[src/rtl/core/nfps_ram.sv]
// ----------------------------------------------------------------------------
// nfps_ram
// Generic simple dual-port RAM, one write port, one registered read port.
// ----------------------------------------------------------------------------
module nfps_ram #(
  parameter int WIDTH = 8,
  parameter int DEPTH = 16
) (
  input  logic                             clk,
  input  logic                             we,
  input  logic [(DEPTH>1?$clog2(DEPTH):1)-1:0] waddr,
  input  logic [WIDTH-1:0]                 wdata,
  input  logic                             re,
  input  logic [(DEPTH>1?$clog2(DEPTH):1)-1:0] raddr,
  output logic [WIDTH-1:0]                 rdata
);

  logic [WIDTH-1:0] mem [DEPTH];

  always_ff @(posedge clk) begin
    if (we) begin
      mem[waddr] <= wdata;
    end
    if (re) begin
      rdata <= mem[raddr];
    end
  end

endmodule

[config.mk]
export PLATFORM = sky130hd
export DESIGN_NAME = nfps_ram
export DESIGN_NICKNAME = d
export VERILOG_FILES = /design/src/rtl/core/nfps_ram.sv
export SDC_FILE = /design/constraint.sdc
export NUM_CORES = 1
export LEC_CHECK = 0
export ABC_CLOCK_PERIOD_IN_PS = 3100
export BUFFER_PORTS_ARGS = -buffer_cell sky130_fd_sc_hd__buf_2
export CAP_MARGIN = 20
export CORE_MARGIN = 10
export CORE_UTILIZATION = 37
export DETAILED_ROUTE_END_ITERATION = 8
export GPL_ROUTABILITY_DRIVEN = 1
export HOLD_SLACK_MARGIN = 0.06
export RECOVER_POWER = 25
export SLEW_MARGIN = 25
export SYNTH_ARGS = -nofsm -noshare
export SYNTH_HDL_FRONTEND = slang
export SYNTH_SLANG_ARGS = --single-unit
[constraint.sdc]
create_clock -name clk -period 3.1 [get_ports clk]
set_input_delay 0.465 -clock clk [delete_from_list [all_inputs] [get_ports clk]]
set_output_delay 0.465 -clock clk [all_outputs]
set_load 0.02 [all_outputs]
=== After elaboration in Yosys (flattened, before gate mapping) ===
Memories as Yosys holds them, arrays and structs flattened. A register that Yosys moved wholly into a read port is not among the register bits.
Index checks and enable logic that the tools add are counted.

* Output and inout port bits: 8
* RAM bits: 128
* Bits in registers: 0
* Word-level logic and storage cells: 3
* Memory bits (read-only): 0
* Latch bits: 0
* Memories kept: 1

{| class="wikitable"
|+ Memories
! name !! depth !! bits a word !! read ports !! clocked after Yosys merged registers in !! wr ports !! line !! text
|-
| mem || 16 || 8 || 1 || 1 || 1 || 18 || <nowiki>logic [WIDTH-1:0] mem [DEPTH];</nowiki>
|}

* Divide/modulo/power cells: 0
* Multiply operators: 0
* Equality and inequality tests: 0
* Bitwise operators: 0
* Add/subtract/negate cells: 0
* Shifts and indexed selects: 0
* Magnitude comparators: 0
* Multiplexer cells: 2
* Reduce and logical (&&, ||, !) cells: 0

{| class="wikitable"
|+ Operators by type and width
! kind !! count
|-
| 2-to-1 mux 1 bit || 2
|}

=== Logic depth before layout (Yosys ltp) ===
* Depth in word-level cells: 2
* Gate-level depth with buffers: 5
* Depth with buffers taken out: 3

=== Worst setup path before layout ===
OpenSTA, ideal clock, no wires.

* Path type: input to register
* From: input waddr[2] (netlist bit)
* To: memory mem[0][0], enable pin
* Cell stages on the path: 2
* Arrival time: 1575 ps
* Setup slack: 1142 ps
* Data required time: 2717 ps
* Path buffers: 0
* Path through: or3b_2 -> nor3_1

{| class="wikitable"
|+ RTL lines
! element !! line !! text
|-
| start: declaration || 11 || <nowiki>input logic [(DEPTH>1?$clog2(DEPTH):1)-1:0] waddr,</nowiki>
|-
| end: declaration || 18 ||
|}

Straight into the memory's write port.

==> results.py <==
metrics = {
    "worst_setup_path": {
        "cpMaxStageDelayCell": "mux4_1",
        "worst_ep_required_time_ns": 3.27,
        "critical_path.top_delay_family": "buffers and inverters",
        "worstReg2RegEnd": "rdata[3]",
        "rrSetupSlack_ns": 1.56,
        "crit_arrival_ns": 2.10,
        "max_stage_delay_ns": 0.58,
        "cp-end-kind": "register",
        "cp_max_fo": 16,
        "crit_buf_inv": 2,
        "r2r-start": "mem[5][3]",
        "rr_worst_depth": 3,
        "path_cells": "buf_2 -> buf_4 -> mux4_1 -> a22oi_1 -> nand2_1",
        "start_kind": "input pin",
        "critPathKind": "in2reg",
        "cp_num_cells": 5,
    },
    "routing": {
        "post_drt_wl_per_cell_um": 22.6,
        "dr.pass1.iters": 4,
        "drt_iter0_drc": 214,
        "vias": 2406,
        "drt_wl_total_um": 10600,
        "vias_per_cell": 5.15,
        "drc_errors": 0,
        "detail-route-antenna-nets": 0,
    },
    "yosys": {
        "synth_top_area_cell": "edfxtp_1",
        "synth_cell_type_count": 18,
        "synth_edf_count": 136,
        "synthTopCellsByArea": "edfxtp_1 (78%), mux4_2 (7.8%), mux4_1 (7.0%), a22oi_1 (2.3%), nor2_1 (0.93%)",
        "synthFlopType": "edfxtp_1",
        "ys_ff_latch": 136,
        "yosys_warnings": 0,
        "synth_nets": 248,
        "synth_commonest_cells": "edfxtp_1 (136), mux4_2 (18), a22oi_1 (16)",
        "synthCells": 229,
        "ys_async_sr_fraction_pct": 0,
        "avgSynthCellArea_sq_um": 22.8,
        "synth_top_area_share_pct": 78.1,
        "synth.most_common_cell": "edfxtp_1",
        "ys_seq_area_share_pct": 78.1,
        "syn_area_sq_um": 5230,
    },
    "layout": {
        "fin_cells": 467,
        "fin_nets": 293,
        "regArea_sq_um": 4080,
        "multi_input_area_sq_um": 1060,
        "drive_above_1_share_pct": 27.9,
        "diodes": 0,
        "synthToLayoutAreaGrowth_pct": 17.5,
        "fillCellCount": 1201,
    },
    "min_path": {
        "min-delay-start": "re",
        "min_delay_path_depth": 1,
        "hold_end": "rdata[3]",
        "hp-class": "in2reg",
    },
    "cts": {
        "clkLatencyLatePin_ns": 0.42,
        "cts_hold_buf": 0,
        "ctsRootBufferMaster": "clkbuf_16",
        "cts_max_level": 4,
        "cts.sinks": 136,
        "cts_buffer_depth": 2,
        "cts_resized": 0,
        "tritoncts": "done",
        "clkTransAtPathRegs_ns": 0.06,
        "numCtsBuffers": 17,
        "cts_setup_buffers": 0,
    },
    "die": {
        "initial_utilization_pct": 37.7,
        "die_x_um": 139,
        "die_area_sq_um": 19300,
        "die-height_um": 139,
        "coreArea_sq_um": 13900,
        "num_io_pins": 27,
        "rows": 43,
    },
    "placed_design": {
        "place_inst": 435,
        "io_buffers": 26,
        "dp_worst_setup_slack_ns": 0.719,
        "gp_congestion": 0.755,
        "dp_hpwl_um": 6870,
    },
    "timing": {
        "slew_viol_final": 0,
        "finalHoldViolCount": 0,
        "tns_ns": 0,
        "rsz0062_at_grt": "no",
        "layout_min_cycle_time_ns": 1.92,
        "finalSetupViolations": 0,
        "maxSlewHeadroom_pct": 38.4,
        "clock_skew_ns": 0.00757,
        "tightest_slew_ns": 0.920,
        "fmax_mhz": 520,
        "timing.final.crit_share_pct": 62.0,
        "timing.final.ws_setup_ns": 1.18,
    },
    "global_routing": {
        "first_global_vias": 2586,
        "antenna_found_initial": 0,
        "grt_overflow_total": 0,
        "grt_pass1_wl_um": 16100,
        "grt_usage_pct": 11.3,
        "grt_max_degree": 26,
    },
    "power": {
        "powerDensity_nw_per_um2": 689,
        "vdd_drop_max_mv": 0.456,
        "power.leakage_nw": 2.02,
    },
    "run": {
        "maxCapViolCount": 0,
    },
    "status": {
        "status": "finished clean",
    },
}
[cell families after synthesis]
kind of cell | Yosys count | synth area share, %
compound gates | 16 | 2.30
buf+inv | 10 | 1.65
simple gates | 35 | 3.14
flops | 136 | 78.1
mux | 32 | 14.8
[flip-flops by register name (all words and copies together), names as in the netlist]
name,cells
rdata,8
mem,128
[cell usage in the layout, fill, tap and decap left out]
| cell type | instances |
|---|---|
| a22oi_1 | 16 |
| and2_1 | 1 |
| and2b_1 | 1 |
| buf_2 | 20 |
| buf_4 | 10 |
| bufinv_16 | 2 |
| clkbuf_1 | 7 |
| clkbuf_16 | 17 |
| clkinv_2 | 3 |
| clkinv_4 | 2 |
| clkinvlp_4 | 4 |
| edfxtp_1 | 136 |
| inv_6 | 3 |
| mux4_1 | 14 |
| mux4_2 | 18 |
| nand2_1 | 9 |
| nand2b_1 | 2 |
| nand3_1 | 1 |
| nand3b_1 | 2 |
| nor2_1 | 13 |
| nor2b_1 | 1 |
| nor3_1 | 4 |
| or3b_2 | 1 |
[how the worst max path moves through the flow]
stage | startpoint | end | slack (ns)
after CTS | raddr[0] | rdata[1] | 1.16
after floorplan | waddr[2] | mem[0][0] | 1.14
final | raddr[0] | rdata[0] | 1.18
after global placement | raddr[0] | rdata[0] | 0.70
after global routing | raddr[0] | rdata[0] | 1.00
after detailed placement | raddr[0] | rdata[0] | 0.72
[area by class of cell]
class                      count  share of cell area (%)
tap                          180                    3.67
clock buffer                  18                    6.99
multi-input combinational     83                    17.2
sequential                   136                    66.5
timing repair buffer          36                    3.22
clock inverter                14                    2.42
[stage by stage]
step                hold slack [ns]  area, sq um  utilization [%]  power (mW)
finish                        0.406         6140             44.2        4.23
global placement              0.731         5570             40.1        2.32
floorplan                     0.564         5230                -        2.23
detailed placement            0.744         5570             40.1        2.32
CTS                           0.400         6150             44.3        4.27
global route                  0.414         6140             44.2        4.36
[power by group]
group | total (mW) | switching, mW | leakage [nW] | internal (mW)
clock network | 1.95 | 0.766 | 0.273 | 1.19
registers | 2.08 | 0.0113 | 1.24 | 2.07
logic | 0.195 | 0.120 | 0.509 | 0.0742
total | 4.23 | 0.897 | 2.02 | 3.33
[layer usage]
metal | GRT usage, % | wire (um) | vias up
li1 | - | - | 1077
met1 | 15.0 | 4790 | 1222
met2 | 16.5 | 4860 | 90
met3 | 3.56 | 664 | 17
met4 | 5.27 | 237 | 0
met5 | 0 | 0 | -
(Power assumes the default switching activity.)
